==> config.mk <==
export PLATFORM = sky130hd
export DESIGN_NAME = dns_query_builder_unit_flat
export DESIGN_NICKNAME = d
export VERILOG_FILES = /design/src/design/dnsq_pkg.sv /design/src/design/dnsq_if.sv /design/src/design/dnsq_front.sv /design/src/design/dnsq_queue.sv /design/src/design/dnsq_back.sv /design/src/design/dns_query_builder_unit.sv /design/src/flat_wrapper.sv
export SDC_FILE = /design/constraint.sdc
export NUM_CORES = 1
export LEC_CHECK = 0
export BUFFER_PORTS_ARGS = -buffer_cell sky130_fd_sc_hd__buf_2
export CORE_MARGIN = 2
export CORE_UTILIZATION = 50
export CTS_CLUSTER_SIZE = 24
export DETAILED_ROUTE_END_ITERATION = 6
export PLACE_DENSITY = 0.66
export SLEW_MARGIN = 20
export SYNTH_ARGS = -nofsm -noshare
export SYNTH_HDL_FRONTEND = slang
export SYNTH_SLANG_ARGS = --single-unit
==> constraint.sdc <==
create_clock -name clk -period 5.4 [get_ports clk]
set_input_delay 0 -clock clk [delete_from_list [all_inputs] [get_ports clk]]
set_output_delay 0 -clock clk [all_outputs]
set_load 0.01 [all_outputs]
==> src/design/dnsq_pkg.sv <==
// Shared types and constants for the DNS query builder.
package dnsq_pkg;

  localparam int OFF_W  = 9;
  localparam int STEP_W = 5;

  localparam logic [OFF_W-1:0] HDR_SIZE = 9'd12;

  localparam logic [7:0] CHAR_DOT    = 8'h2E;
  localparam logic [7:0] CHAR_BSLASH = 8'h5C;

  localparam int QDEPTH = 4;
  localparam int QPTR_W = 2;
  localparam int QCNT_W = 3;

  // Sequencer steps of a successful end item
  localparam logic [STEP_W-1:0] STEP_HDR_LAST = 5'd11;
  localparam logic [STEP_W-1:0] STEP_LABEL    = 5'd12;
  localparam logic [STEP_W-1:0] STEP_ZERO     = 5'd13;
  localparam logic [STEP_W-1:0] STEP_TYPE_HI  = 5'd14;
  localparam logic [STEP_W-1:0] STEP_TYPE_LO  = 5'd15;
  localparam logic [STEP_W-1:0] STEP_CLASS_HI = 5'd16;
  localparam logic [STEP_W-1:0] STEP_CLASS_LO = 5'd17;
  localparam logic [STEP_W-1:0] STEP_STATUS   = 5'd18;

  typedef enum logic [1:0] {
    ST_OK        = 2'd0,
    ST_EMPTY     = 2'd1,
    ST_LABEL_LEN = 2'd2,
    ST_NAME_LEN  = 2'd3
  } status_t;

  typedef enum logic {
    FUNC_CHAR = 1'b0,
    FUNC_END  = 1'b1
  } func_t;

  typedef enum logic {
    KIND_WRITE  = 1'b0,
    KIND_STATUS = 1'b1
  } kind_t;

  typedef enum logic [1:0] {
    CMD_WRITE   = 2'd0,
    CMD_END_OK  = 2'd1,
    CMD_END_ERR = 2'd2
  } cmd_kind_t;

  // One classified command from the front to the back
  typedef struct packed {
    cmd_kind_t        kind;
    logic [OFF_W-1:0] off;     // write offset, or name end for an end item
    logic [7:0]       val;
    logic [15:0]      req_id;
    logic [15:0]      qtype;
    logic             close;   // end item closes an open label
    logic [OFF_W-1:0] lstart;
    logic [7:0]       lcount;
    status_t          status;
  } cmd_t;

  typedef struct packed {
    kind_t            kind;
    logic [OFF_W-1:0] offset;
    logic [7:0]       byte_value;
    status_t          status;
    logic [OFF_W-1:0] packet_length;
    logic             last;
  } out_item_t;

endpackage

==> src/design/dnsq_if.sv <==
// Valid/ready channel interfaces for the input and result streams.
interface dnsq_in_if;
  logic        valid;
  logic        ready;
  logic        func;
  logic [7:0]  name_char;
  logic [15:0] req_id;
  logic [15:0] qtype;

  modport source (output valid, func, name_char, req_id, qtype, input ready);
  modport sink (input valid, func, name_char, req_id, qtype, output ready);
endinterface

interface dnsq_out_if;
  logic       valid;
  logic       ready;
  logic       kind;
  logic [8:0] offset;
  logic [7:0] byte_value;
  logic [1:0] status;
  logic [8:0] packet_length;
  logic       last;

  modport source (output valid, kind, offset, byte_value, status, packet_length, last,
                  input ready);
  modport sink (input valid, kind, offset, byte_value, status, packet_length, last,
                output ready);
endinterface

==> src/design/dnsq_front.sv <==
// Front end: accepts name items, tracks label state and issues commands.
module dnsq_front
  import dnsq_pkg::*;
#(
  parameter int LABEL_MAX = 63,
  parameter int MAX_NAME  = 255
) (
  input  logic        clk,
  input  logic        rst_n,
  input  logic        in_valid,
  output logic        in_ready,
  input  logic        in_func,
  input  logic [7:0]  in_name_char,
  input  logic [15:0] in_req_id,
  input  logic [15:0] in_qtype,
  input  logic        q_full,
  output logic        q_push,
  output cmd_t        q_cmd
);

  localparam int LCW = $clog2(LABEL_MAX + 1);

  logic [OFF_W-1:0] wo_r, wo_nxt;
  logic [OFF_W-1:0] ls_r, ls_nxt;
  logic [LCW-1:0]   lc_r, lc_nxt;
  logic             esc_r, esc_nxt;
  logic             at_start_r, at_start_nxt;
  logic             lone_r, lone_nxt;
  status_t          err_r, err_nxt;

  logic             accept;
  logic [OFF_W-1:0] pos;
  status_t          err_chk;

  assign in_ready = !q_full;
  assign accept   = in_valid && in_ready;
  assign pos      = at_start_r ? wo_r + OFF_W'(1) : wo_r;

  always_comb begin
    wo_nxt       = wo_r;
    ls_nxt       = ls_r;
    lc_nxt       = lc_r;
    esc_nxt      = esc_r;
    at_start_nxt = at_start_r;
    lone_nxt     = lone_r;
    err_nxt      = err_r;
    err_chk      = err_r;
    q_push       = 1'b0;
    q_cmd        = '0;
    q_cmd.req_id = in_req_id;
    q_cmd.qtype  = in_qtype;
    q_cmd.close  = !at_start_r;
    q_cmd.lstart = ls_r;
    q_cmd.lcount = 8'(lc_r);
    q_cmd.status = err_r;

    if (accept) begin
      if (in_func == FUNC_END) begin
        q_push       = 1'b1;
        q_cmd.kind   = (err_r == ST_OK) ? CMD_END_OK : CMD_END_ERR;
        q_cmd.off    = wo_r;
        // back to the start of a fresh query
        wo_nxt       = HDR_SIZE;
        ls_nxt       = HDR_SIZE;
        lc_nxt       = '0;
        esc_nxt      = 1'b0;
        at_start_nxt = 1'b1;
        lone_nxt     = 1'b0;
        err_nxt      = ST_OK;
      end else if (err_r == ST_EMPTY || err_r == ST_LABEL_LEN) begin
        // drop characters after a hard error
      end else if (lone_r) begin
        err_nxt = ST_EMPTY;
      end else if (esc_r) begin
        // literal character overwrites the backslash
        esc_nxt = 1'b0;
        if (err_r == ST_OK) begin
          q_push     = 1'b1;
          q_cmd.kind = CMD_WRITE;
          q_cmd.off  = wo_r - OFF_W'(1);
          q_cmd.val  = in_name_char;
        end
      end else if (in_name_char == CHAR_DOT) begin
        if (at_start_r) begin
          if (wo_r == HDR_SIZE && err_r == ST_OK) lone_nxt = 1'b1;
          else err_nxt = ST_EMPTY;
        end else begin
          if (err_r == ST_OK) begin
            q_push     = 1'b1;
            q_cmd.kind = CMD_WRITE;
            q_cmd.off  = ls_r;
            q_cmd.val  = 8'(lc_r);
          end
          at_start_nxt = 1'b1;
          lc_nxt       = '0;
        end
      end else if (lc_r >= LCW'(LABEL_MAX)) begin
        err_nxt = ST_LABEL_LEN;
      end else begin
        if (err_r == ST_OK && pos > OFF_W'(MAX_NAME + 10)) err_chk = ST_NAME_LEN;
        err_nxt = err_chk;
        if (err_chk == ST_OK) begin
          if (at_start_r) ls_nxt = wo_r;
          q_push     = 1'b1;
          q_cmd.kind = CMD_WRITE;
          q_cmd.off  = pos;
          q_cmd.val  = in_name_char;
          wo_nxt     = pos + OFF_W'(1);
        end
        at_start_nxt = 1'b0;
        lc_nxt       = lc_r + LCW'(1);
        if (in_name_char == CHAR_BSLASH) esc_nxt = 1'b1;
      end
    end
  end

  always_ff @(posedge clk) begin
    if (!rst_n) begin
      wo_r       <= HDR_SIZE;
      ls_r       <= HDR_SIZE;
      lc_r       <= '0;
      esc_r      <= 1'b0;
      at_start_r <= 1'b1;
      lone_r     <= 1'b0;
      err_r      <= ST_OK;
    end else begin
      wo_r       <= wo_nxt;
      ls_r       <= ls_nxt;
      lc_r       <= lc_nxt;
      esc_r      <= esc_nxt;
      at_start_r <= at_start_nxt;
      lone_r     <= lone_nxt;
      err_r      <= err_nxt;
    end
  end

endmodule

==> src/design/dnsq_queue.sv <==
// Short command queue between the front and back ends.
module dnsq_queue
  import dnsq_pkg::*;
(
  input  logic clk,
  input  logic rst_n,
  input  logic push,
  input  cmd_t push_cmd,
  input  logic pop,
  output cmd_t head,
  output logic empty,
  output logic full
);

  cmd_t              mem_r [QDEPTH];
  logic [QPTR_W-1:0] wr_r, rd_r;
  logic [QCNT_W-1:0] cnt_r;

  assign empty = (cnt_r == '0);
  assign full  = (cnt_r == QCNT_W'(QDEPTH));
  assign head  = mem_r[rd_r];

  always_ff @(posedge clk) begin
    if (push) mem_r[wr_r] <= push_cmd;
  end

  always_ff @(posedge clk) begin
    if (!rst_n) begin
      wr_r  <= '0;
      rd_r  <= '0;
      cnt_r <= '0;
    end else begin
      if (push) wr_r <= wr_r + QPTR_W'(1);
      if (pop) rd_r <= rd_r + QPTR_W'(1);
      if (push && !pop) cnt_r <= cnt_r + QCNT_W'(1);
      else if (pop && !push) cnt_r <= cnt_r - QCNT_W'(1);
    end
  end

endmodule

==> src/design/dnsq_back.sv <==
// Back end: expands commands into result items behind an output register.
module dnsq_back
  import dnsq_pkg::*;
(
  input  logic      clk,
  input  logic      rst_n,
  input  cmd_t      head,
  input  logic      q_empty,
  output logic      q_pop,
  output logic      out_valid,
  input  logic      out_ready,
  output out_item_t out_item
);

  logic [STEP_W-1:0] step_r, step_nxt;
  logic              ov_r;
  out_item_t         item_r, item_nxt;
  logic              load, final_step;

  assign load      = !q_empty && (!ov_r || out_ready);
  assign q_pop     = load && final_step;
  assign out_valid = ov_r;
  assign out_item  = item_r;

  always_comb begin
    item_nxt   = '0;
    final_step = 1'b1;
    step_nxt   = step_r + STEP_W'(1);
    case (head.kind)
      CMD_WRITE: begin
        item_nxt.kind       = KIND_WRITE;
        item_nxt.offset     = head.off;
        item_nxt.byte_value = head.val;
      end
      CMD_END_OK: begin
        final_step    = (step_r == STEP_STATUS);
        item_nxt.kind = KIND_WRITE;
        if (step_r == STEP_HDR_LAST && !head.close) step_nxt = STEP_ZERO;
        case (step_r)
          5'd0: item_nxt.byte_value = head.req_id[15:8];
          5'd1: item_nxt.byte_value = head.req_id[7:0];
          5'd2: item_nxt.byte_value = 8'h01;  // opcode query, recursion desired
          5'd5: item_nxt.byte_value = 8'h01;  // one question
          default: item_nxt.byte_value = 8'h00;
        endcase
        item_nxt.offset = OFF_W'(step_r);
        case (step_r)
          STEP_LABEL: begin
            item_nxt.offset     = head.lstart;
            item_nxt.byte_value = head.lcount;
          end
          STEP_ZERO: item_nxt.offset = head.off;
          STEP_TYPE_HI: begin
            item_nxt.offset     = head.off + OFF_W'(1);
            item_nxt.byte_value = head.qtype[15:8];
          end
          STEP_TYPE_LO: begin
            item_nxt.offset     = head.off + OFF_W'(2);
            item_nxt.byte_value = head.qtype[7:0];
          end
          STEP_CLASS_HI: item_nxt.offset = head.off + OFF_W'(3);
          STEP_CLASS_LO: begin
            item_nxt.offset     = head.off + OFF_W'(4);
            item_nxt.byte_value = 8'h01;
          end
          STEP_STATUS: begin
            item_nxt.kind          = KIND_STATUS;
            item_nxt.offset        = '0;
            item_nxt.status        = ST_OK;
            item_nxt.packet_length = head.off + OFF_W'(5);
            item_nxt.last          = 1'b1;
          end
          default: ;
        endcase
      end
      CMD_END_ERR: begin
        item_nxt.kind   = KIND_STATUS;
        item_nxt.status = head.status;
        item_nxt.last   = 1'b1;
      end
      default: ;
    endcase
    if (final_step) step_nxt = '0;
  end

  always_ff @(posedge clk) begin
    if (load) item_r <= item_nxt;
  end

  always_ff @(posedge clk) begin
    if (!rst_n) begin
      ov_r   <= 1'b0;
      step_r <= '0;
    end else begin
      if (load) begin
        ov_r   <= 1'b1;
        step_r <= step_nxt;
      end else if (out_ready) begin
        ov_r <= 1'b0;
      end
    end
  end

endmodule

==> src/design/dns_query_builder_unit.sv <==
// DNS query builder: streams a dotted name into packet byte writes and a status.
// A character's write goes through the command queue, then the output register.
// Throughput: one item per cycle unless the queue is full; a character gives at most one
// write; an end item steps through the back-end sequencer (one result per cycle if ready).
// A four-entry command queue lets the front keep accepting while the back drains.
// Reset (synchronous, rst_n low) clears the queue, output register and name state.
module dns_query_builder_unit
  import dnsq_pkg::*;
#(
  parameter int LABEL_MAX = 63,
  parameter int MAX_NAME  = 255
) (
  input logic        clk,
  input logic        rst_n,
  dnsq_in_if.sink    in_ch,
  dnsq_out_if.source out_ch
);

  // Front to queue
  logic q_push, q_full, q_empty, q_pop;
  cmd_t q_cmd, q_head;
  out_item_t item;

  // Classify each item and update label tracking
  dnsq_front #(
    .LABEL_MAX(LABEL_MAX),
    .MAX_NAME (MAX_NAME)
  ) u_front (
    .clk         (clk),
    .rst_n       (rst_n),
    .in_valid    (in_ch.valid),
    .in_ready    (in_ch.ready),
    .in_func     (in_ch.func),
    .in_name_char(in_ch.name_char),
    .in_req_id   (in_ch.req_id),
    .in_qtype    (in_ch.qtype),
    .q_full      (q_full),
    .q_push      (q_push),
    .q_cmd       (q_cmd)
  );

  // Hold commands so each side can stall on its own
  dnsq_queue u_queue (
    .clk     (clk),
    .rst_n   (rst_n),
    .push    (q_push),
    .push_cmd(q_cmd),
    .pop     (q_pop),
    .head    (q_head),
    .empty   (q_empty),
    .full    (q_full)
  );

  // Expand commands into byte writes and the completion status
  dnsq_back u_back (
    .clk      (clk),
    .rst_n    (rst_n),
    .head     (q_head),
    .q_empty  (q_empty),
    .q_pop    (q_pop),
    .out_valid(out_ch.valid),
    .out_ready(out_ch.ready),
    .out_item (item)
  );

  assign out_ch.kind          = item.kind;
  assign out_ch.offset        = item.offset;
  assign out_ch.byte_value    = item.byte_value;
  assign out_ch.status        = item.status;
  assign out_ch.packet_length = item.packet_length;
  assign out_ch.last          = item.last;

endmodule

==> src/flat_wrapper.sv <==
// flat-port wrapper written by rule: the top's interface ports become plain ports
module dns_query_builder_unit_flat import dnsq_pkg::*;
#(
  parameter int LABEL_MAX = 63,
  parameter int MAX_NAME  = 255
)
  (clk, rst_n, in_ch_valid, in_ch_func, in_ch_name_char, in_ch_req_id, in_ch_qtype, in_ch_ready, out_ch_valid, out_ch_kind, out_ch_offset, out_ch_byte_value, out_ch_status, out_ch_packet_length, out_ch_last, out_ch_ready);
  dnsq_in_if in_ch_i ();
  dnsq_out_if out_ch_i ();
  input logic clk;
  input logic rst_n;
  input wire logic [$bits(in_ch_i.valid)-1:0] in_ch_valid;
  input wire logic [$bits(in_ch_i.func)-1:0] in_ch_func;
  input wire logic [$bits(in_ch_i.name_char)-1:0] in_ch_name_char;
  input wire logic [$bits(in_ch_i.req_id)-1:0] in_ch_req_id;
  input wire logic [$bits(in_ch_i.qtype)-1:0] in_ch_qtype;
  output wire logic [$bits(in_ch_i.ready)-1:0] in_ch_ready;
  output wire logic [$bits(out_ch_i.valid)-1:0] out_ch_valid;
  output wire logic [$bits(out_ch_i.kind)-1:0] out_ch_kind;
  output wire logic [$bits(out_ch_i.offset)-1:0] out_ch_offset;
  output wire logic [$bits(out_ch_i.byte_value)-1:0] out_ch_byte_value;
  output wire logic [$bits(out_ch_i.status)-1:0] out_ch_status;
  output wire logic [$bits(out_ch_i.packet_length)-1:0] out_ch_packet_length;
  output wire logic [$bits(out_ch_i.last)-1:0] out_ch_last;
  input wire logic [$bits(out_ch_i.ready)-1:0] out_ch_ready;
  assign in_ch_i.valid = in_ch_valid;
  assign in_ch_i.func = in_ch_func;
  assign in_ch_i.name_char = in_ch_name_char;
  assign in_ch_i.req_id = in_ch_req_id;
  assign in_ch_i.qtype = in_ch_qtype;
  assign in_ch_ready = in_ch_i.ready;
  assign out_ch_valid = out_ch_i.valid;
  assign out_ch_kind = out_ch_i.kind;
  assign out_ch_offset = out_ch_i.offset;
  assign out_ch_byte_value = out_ch_i.byte_value;
  assign out_ch_status = out_ch_i.status;
  assign out_ch_packet_length = out_ch_i.packet_length;
  assign out_ch_last = out_ch_i.last;
  assign out_ch_i.ready = out_ch_ready;
  dns_query_builder_unit #(.LABEL_MAX(LABEL_MAX), .MAX_NAME(MAX_NAME)) u_core (.clk(clk), .rst_n(rst_n), .in_ch(in_ch_i), .out_ch(out_ch_i));
endmodule
==> impl_metrics.csv, run 1 <==
group,metric,value,unit
route,vias,9344,
min_path,min-delay-start,"in_ch_valid",
logic_synthesis,yosys.area.top_type,"edfxtp_1",
worst_setup_path,cp_num_buf_inv,2,
power,powerDensity,441.8,nW/um2
die,die_y,179.6,um
power,p_clk_frac,0.327,
power,p_int,5.647,mW
grt,grt_start_max_net_pins,44,
clock_tree,clk_latency,0.53,ns
worst_setup_path,critical_path_class,"flip-flop to flip-flop",
worst_setup_path,critPathLaunchType,"flip-flop",
worst_setup_path,slowest_delay,0.60,ns
grt,grt_overflow,0,
clock_tree,cts_buffer_depth,3,
layout,area_growth,15.84,%
place,dp_hpwl,22260,um
worst_setup_path,path_max_fanout,13,
logic_synthesis,synth_flop_cell,"edfxtp_1",
timing,rsz0062_at_grt,"false",
grt,antenna_found_initial,0,
logic_synthesis,ys_types,80,
logic_synthesis,synth_edf_count,305,
logic_synthesis,ys_seq_area_frac,0.6509,
clock_tree,holdBufCountCts,41,
timing,slew_violations,0,
timing,fmax,0.2091,GHz
run,cap_violations,0,
layout,diodes,0,
route,drc,0,
clock_tree,clock-root-buffer,"clkbuf_16",
layout,fillers,2342,
logic_synthesis,synth_top_area_share,0.5938,
power,power.net_switching,2.248,mW
worst_setup_path,rr_startpoint,"u_core.u_front.wo_r[0]",
min_path,hold_path_class,"primary input to flip-flop",
layout,layout_common_cells,"edfxtp_1 (305), buf_2 (76), mux4_2 (69), nand2_1 (60), o21ai_0 (47)",
grt,grt_pass1_wl,53430,um
logic_synthesis,avgSynthCellArea,15.17,um2
layout,final_cells,1556,
layout,layout_commonest_cell,"edfxtp_1",
place,io_buffers,76,
timing,hold_viol,0,
timing,finalSetupViolations,0,
place,place_congestion,0.8685,
route,vias_per_cell,6.005,
power,p_seq_frac,0.441,
clock_tree,cts_made_buffers,39,
layout,nNetsFinal,1204,
logic_synthesis,syn_nets,1090,
timing,post-route-min-period,4.781,ns
logic_synthesis,synth_warnings,0,
power,p_leak,6.088,nW
power,power_frac_comb,0.232,
die,row_count,64,
logic_synthesis,synthTopCellsByArea,"edfxtp_1 (59%), mux4_2 (10%), dfxtp_1 (5.7%)",
grt,grt_usage,0.2115,
timing,timing.hold.ws,0.02891,ns
worst_setup_path,cp_data_required_time,5.83,ns
logic_synthesis,ys_seq_elements,349,
worst_setup_path,crit_arrival,5.21,ns
timing,worst_pin_slew,1.112,ns
clock_tree,clock_sinks,349,
layout,drive_gt1_frac,0.2181,
timing,timing.slew.headroom,0.2522,
route,wl_per_cell,22.00,um
die,dieArea,32270,um2
worst_setup_path,cp_slowest_cell,"a2111oi_4",
route,firstDrtPassIters,5,
worst_setup_path,startpoint,"u_core.u_front.wo_r[0]",
clock_tree,htreeDepth,2,
logic_synthesis,syn_inst,1017,
die,die_w,179.6,um
timing,fin_setup_tns,0,ns
worst_setup_path,crit_family,"compound AO/OA/AOI/OAI gates",
power,switching_share,0.2847,
timing,fin_skew,0.01915,ns
logic_synthesis,async_reset_ff_frac,0,
die,fp.coreArea,30510,um2
clock_tree,post_cts_buffers,0,
die,ios,77,
timing,period_share,0.8855,
route,drt_first_iter_violations,1035,
status,outcome,"finished clean",
route,ant_nets,0,
place,pre_cts_ws,0.6351,ns
clock_tree,clk_pin_slew_worst_paths,0.06,ns
clock_tree,cts_tree,"done",
worst_setup_path,crit_top_cell,"ha_1",
die,initial_core_util,0.5056,
route,wl,34240,um
logic_synthesis,syn_area,15420,um2
clock_tree,ctsResizeCount,0,
grt,grt_pass1_vias,9287,
worst_setup_path,end_kind,"flip-flop",
worst_setup_path,path_cells,"inv_1, ha_1, mux2i_1, ha_1, a311oi_1, o21ai_0, o21ai_2, a2111oi_4, nand2_4, a211oi_4, ha_1, inv_1, fa_1, xor2_1, or3_1, a21boi_0",
place,place_inst,1445,
power,ir_drop,0.0003260,V
timing,setup_slack,0.6185,ns
[through the flow]
| stage | area, um2 | total power, mW | util |
|---|---|---|---|
| floorplan | 15420 | 4.743 | - |
| global placement | 16180 | 5.324 | 0.5305 |
| detailed placement | 16180 | 5.357 | 0.5305 |
| CTS | 17860 | 7.958 | 0.5855 |
| global route | 17870 | 8.251 | 0.5857 |
| finish | 17870 | 7.895 | 0.5857 |
[layout make-up]
type                    count  area (um2)  area share
flip-flops and latches    349       10040      0.5621
multi-input cells         573        4964      0.2778
clock buffers              48        1051     0.05882
repair buffers            134       968.4     0.05420
well taps                 396       495.5     0.02773
clock inverters            22       217.7     0.01218
inverters                  34       127.6    0.007142
[synthesized netlist by cell type, drive strengths merged (12+ instances only)]
master and count:
and2 20, and3 15, nor3 15, xor2 12, edfxtp 305, a21oi 47
nand3 18, nand2 61, a22o 24, buf 21, xnor2 17, ha 26
nor2 42, clkbuf 39, inv 32, o21ai 50, mux4 69, dfxtp 44
[worst register-to-register path, stage by stage (launching register included)]
cell and delay (ns):
dfxtp_1 0.59, inv_1 0.18, ha_1 0.38, mux2i_1 0.27, ha_1 0.21, a311oi_1 0.05
o21ai_0 0.23, o21ai_2 0.14, a2111oi_4 0.60, nand2_4 0.21, a211oi_4 0.43, ha_1 0.27
inv_1 0.07, fa_1 0.43, xor2_1 0.18, or3_1 0.30, a21boi_0 0.17
[power by group through the flow]
stage                     clock [mW]  combinational [mW]  sequential [mW]
final                           2.58                1.83             3.48
after floorplan                    0                1.20             3.54
after CTS                       2.63                1.84             3.49
after global placement             0                1.80             3.53
after global routing            2.74                1.99             3.52
after detailed placement           0                1.81             3.54
[sequential cells by signal (all words and copies together) (netlist names), named ones only]
signal	cells
u_core.u_back.out_item	29
u_core.u_back.out_valid	1
u_core.u_back.step_r	5
u_core.u_front.at_start_r	1
u_core.u_front.err_r	2
u_core.u_front.esc_r	1
u_core.u_front.lc_r	6
u_core.u_front.lone_r	1
u_core.u_front.ls_r	9
u_core.u_front.wo_r	9
u_core.u_queue.cnt_r	3
u_core.u_queue.mem_r	276
u_core.u_queue.rd_r	2
u_core.u_queue.wr_r	2
[path summary, 6_finish.rpt]
check                            end  slack [ns]  depth (start not counted)
max          u_core.u_queue.cnt_r[2]        0.62                         16
min reg2reg  u_core.u_back.out_valid        0.49                          2
max reg2reg  u_core.u_queue.cnt_r[2]        0.62                         16
min            u_core.u_front.lone_r        0.03                          5
[logic make-up after synthesis]
family                   synth area share
flip-flops                         0.6509
AND/OR/NAND/NOR                   0.07633
AO/OA/AOI/OAI                     0.09572
buffers and inverters             0.02831
multiplexers                       0.1086
XOR/XNOR                          0.01647
adder cells (fa/ha/maj)           0.02369
[routing by layer]
metal  routed length, um  up-vias  track usage
met5                   0        -            0
met4                 774        0      0.05854
met3                2694       74      0.04011
met2               15800      376       0.3297
met1               14970     4660       0.3079
li1                    -     4234            -
No activity file was read; power rests on OpenSTA's default activity.
==> run 2: changes to the inputs <==
CORE_UTILIZATION = 40   (was 50)
PLACE_DENSITY = 0.55   (was 0.66)
SYNTH_HIERARCHICAL = 1   (was default)
==> run 2 against run 1 <==
Effect of this change:
- combinational power is 3% higher
- fmax is 4.8% higher
- count of clock-buffer cells in the layout is 7 higher
- final cell count is 11% higher
- design area is 3.9% higher
- synthesized cell count is 7.3% higher
- worst hold slack better by 0.020 ns
- largest cell class unchanged
==> impl_metrics.csv, run 2 <==
group,metric,value,unit
layout,final_util,0.4579,
timing,fin_skew,0.02626,ns
worst_setup_path,end_kind,"flip-flop",
worst_setup_path,critPathLaunchType,"flip-flop",
clock_tree,clk_pin_slew_worst_paths,0.06,ns
layout,largest-register,"u_core/u_queue/mem_r",
place,place_inst,1617,
status,outcome,"finished clean",
logic_synthesis,synth_top_area_share,0.5746,
grt,antenna_found_initial,0,
worst_setup_path,crit_arrival,5.03,ns
die,dieArea,42530,um2
die,ios,77,
worst_setup_path,cp.depth,18,
min_path,hold_depth,2,
logic_synthesis,synth_warnings,6,
layout,layout_commonest_cell,"edfxtp_1",
logic_synthesis,yosys.area.top_type,"edfxtp_1",
layout,final_cells,1731,
worst_setup_path,crit_family,"compound AO/OA/AOI/OAI gates",
timing,period_share,0.8447,
power,power,8.022,mW
logic_synthesis,synth.most_common_cell,"edfxtp_1",
layout,layout_common_cells,"edfxtp_1 (313), buf_2 (76), mux4_2 (70), nand2_1 (69), dfxtp_1 (42)",
timing,timing.slew.headroom,0.3660,
logic_synthesis,synthAdderAreaFrac,0.02233,
clock_tree,cts_tree,"done",
route,vias,9850,
logic_synthesis,synthMuxAreaShare,0.1004,
route,firstDrtPassIters,5,
clock_tree,ctsResizeCount,0,
worst_setup_path,cp_data_required_time,5.87,ns
route,vias_per_cell,5.690,
die,row_count,74,
die,die_w,206.2,um
logic_synthesis,synth_flop_cell,"edfxtp_1",
timing,rsz0062_at_grt,"false",
die,die_y,206.2,um
die,fp.coreArea,40550,um2
grt,grt_usage,0.1873,
place,dp_hpwl,25550,um
clock_tree,post_cts_buffers,0,
worst_setup_path,cp_slowest_cell,"a21oi_1",
clock_tree,clk_latency,0.56,ns
logic_synthesis,synth-simple-area-share,0.09110,
grt,grt_pass1_vias,9646,
layout,largest_reg_flops,284,
timing,post-route-min-period,4.561,ns
timing,fmax,0.2192,GHz
logic_synthesis,syn_inst,1091,
route,drt_first_iter_violations,832,
logic_synthesis,synth_xor_area_frac,0.01759,
timing,timing.hold.ws,0.04888,ns
clock_tree,cts_made_buffers,40,
logic_synthesis,async_reset_ff_frac,0,
worst_setup_path,path_max_fanout,11,
route,wl_per_cell,22.60,um
logic_synthesis,syn_area,16360,um2
place,place_congestion,0.8868,
worst_setup_path,rr_worst_depth,18,
layout,nNetsFinal,1240,
die,initial_core_util,0.4034,
layout,drive_gt1_frac,0.2177,
clock_tree,clock-root-buffer,"clkbuf_16",
place,io_buffers,76,
logic_synthesis,netlist_top_cells_count,"edfxtp_1 (313), mux4_2 (70), nand2_1 (69), dfxtp_1 (44), a21oi_1 (39)",
logic_synthesis,ys_seq_elements,357,
timing,slew_violations,0,
min_path,hold_path_class,"primary input to flip-flop",
run,cap_violations,0,
logic_synthesis,avgSynthCellArea,14.99,um2
grt,grt_pass1_wl,59400,um
worst_setup_path,slowest_delay,0.62,ns
route,drc,0,
timing,finalSetupViolations,0,
power,powerDensity,432.0,nW/um2
logic_synthesis,synth_edf_count,313,
route,ant_nets,0,
power,p_leak,6.208,nW
clock_tree,htreeDepth,2,
layout,diodes,0,
grt,grt_overflow,0,
route,wl,39120,um
clock_tree,clock_sinks,357,
logic_synthesis,ys_seq_area_frac,0.6284,
worst_setup_path,critical_path_class,"flip-flop to flip-flop",
timing,hold_viol,0,
logic_synthesis,synth_compound_area_frac,0.09140,
layout,area_growth,13.52,%
grt,grt_start_max_net_pins,72,
worst_setup_path,path_cells,"inv_1, ha_1, nand2_1, o21ai_0, inv_1, ha_1, o311ai_1, a22oi_2, nand3_1, nand2_2, o311ai_2, a21oi_1, ha_1, inv_1, fa_1, xor2_1, or3_1, a21boi_0",
logic_synthesis,ys_types,95,
clock_tree,cts_buffer_depth,3,
logic_synthesis,synthTopCellsByArea,"edfxtp_1 (57%), mux4_2 (9.6%), dfxtp_1 (5.4%)",
worst_setup_path,cp_num_buf_inv,3,
timing,worst_pin_slew,0.9485,ns
logic_synthesis,synth_top_family_by_area,"multiplexers",
power,ir_drop,0.0002385,V
timing,fin_setup_tns,0,ns
-- run 2: cell types whose count changed in the layout (fill, tap and decap cells not counted), sizes merged, moves of 7 or more --
| cell | change |
|---|---|
| clkbuf | +7 |
| clkinv | -7 |
| mux2i | -7 |
| o21ai | -11 |
| a221o | +8 |
| o22ai | +12 |
| nand2 | +10 |
| nand3 | +9 |
| nor3 | +9 |
| a22o | -12 |
| a222oi | +9 |
| edfxtp | +8 |
-- run 2: power breakdown --
| group | total, mW | internal, mW | switching (mW) |
|---|---|---|---|
| clock | 2.56 | 1.49 | 1.08 |
| combinational | 1.89 | 0.780 | 1.10 |
| sequential | 3.57 | 3.42 | 0.152 |
-- run 2: kinds of logic (layout without fill, tap and decap cells) --
logic type      after synthesis  in the layout
flops                       357            357
buf+inv                     129            236
fa+ha+maj                    28             28
compound gates              206            206
other cells                   1              2
xor+xnor                     32             32
simple gates                263            263
mux                          75             75
-- run 2: path summary, 6_finish.rpt --
| kind | slack [ns] | start | end |
|---|---|---|---|
| max | 0.84 | u_core/u_front/wo_r[1] | u_core/u_queue/cnt_r[2] |
| max reg2reg | 0.84 | u_core/u_front/wo_r[1] | u_core/u_queue/cnt_r[2] |
| min | 0.05 | in_ch_name_char[6] | u_core/u_queue/mem_r[2][58] |
| min reg2reg | 0.52 | u_core/u_back/out_valid | u_core/u_back/out_valid |
-- run 2: per-layer routing --
layer	vias up	share of wire	track usage
li1	4440	-	-
met1	5038	0.44	0.2613
met2	316	0.48	0.3005
met3	56	0.055	0.03122
met4	0	0.025	0.05842
met5	-	0	0
-- run 2: final cells by class --
class,count,area [um2]
fill,3590,21980
sequential,357,10290
multi-input combinational,606,5299
clock buffer,55,1097
timing repair buffer,130,935.9
tap,532,665.6
clock inverter,19,163.9
inverter,32,120.1
-- run 2: stage by stage --
| stage | area (um2) | setup WS [ns] |
|---|---|---|
| 2_1_floorplan | 16360 | 0.4523 |
| 3_3_place_gp | 16910 | 0.9314 |
| 3_5_place_dp | 16910 | 0.8603 |
| 4_1_cts | 18560 | 0.8467 |
| 5_1_grt | 18570 | 0.3753 |
| 6_report | 18570 | 0.8387 |
-- run 2: repair_timing --
action / 4_1_cts / 5_1_grt
endpoints found under the setup margin: 0 / 0
hold buffers: 39 / 1
endpoints found under the hold margin: 149 / 1
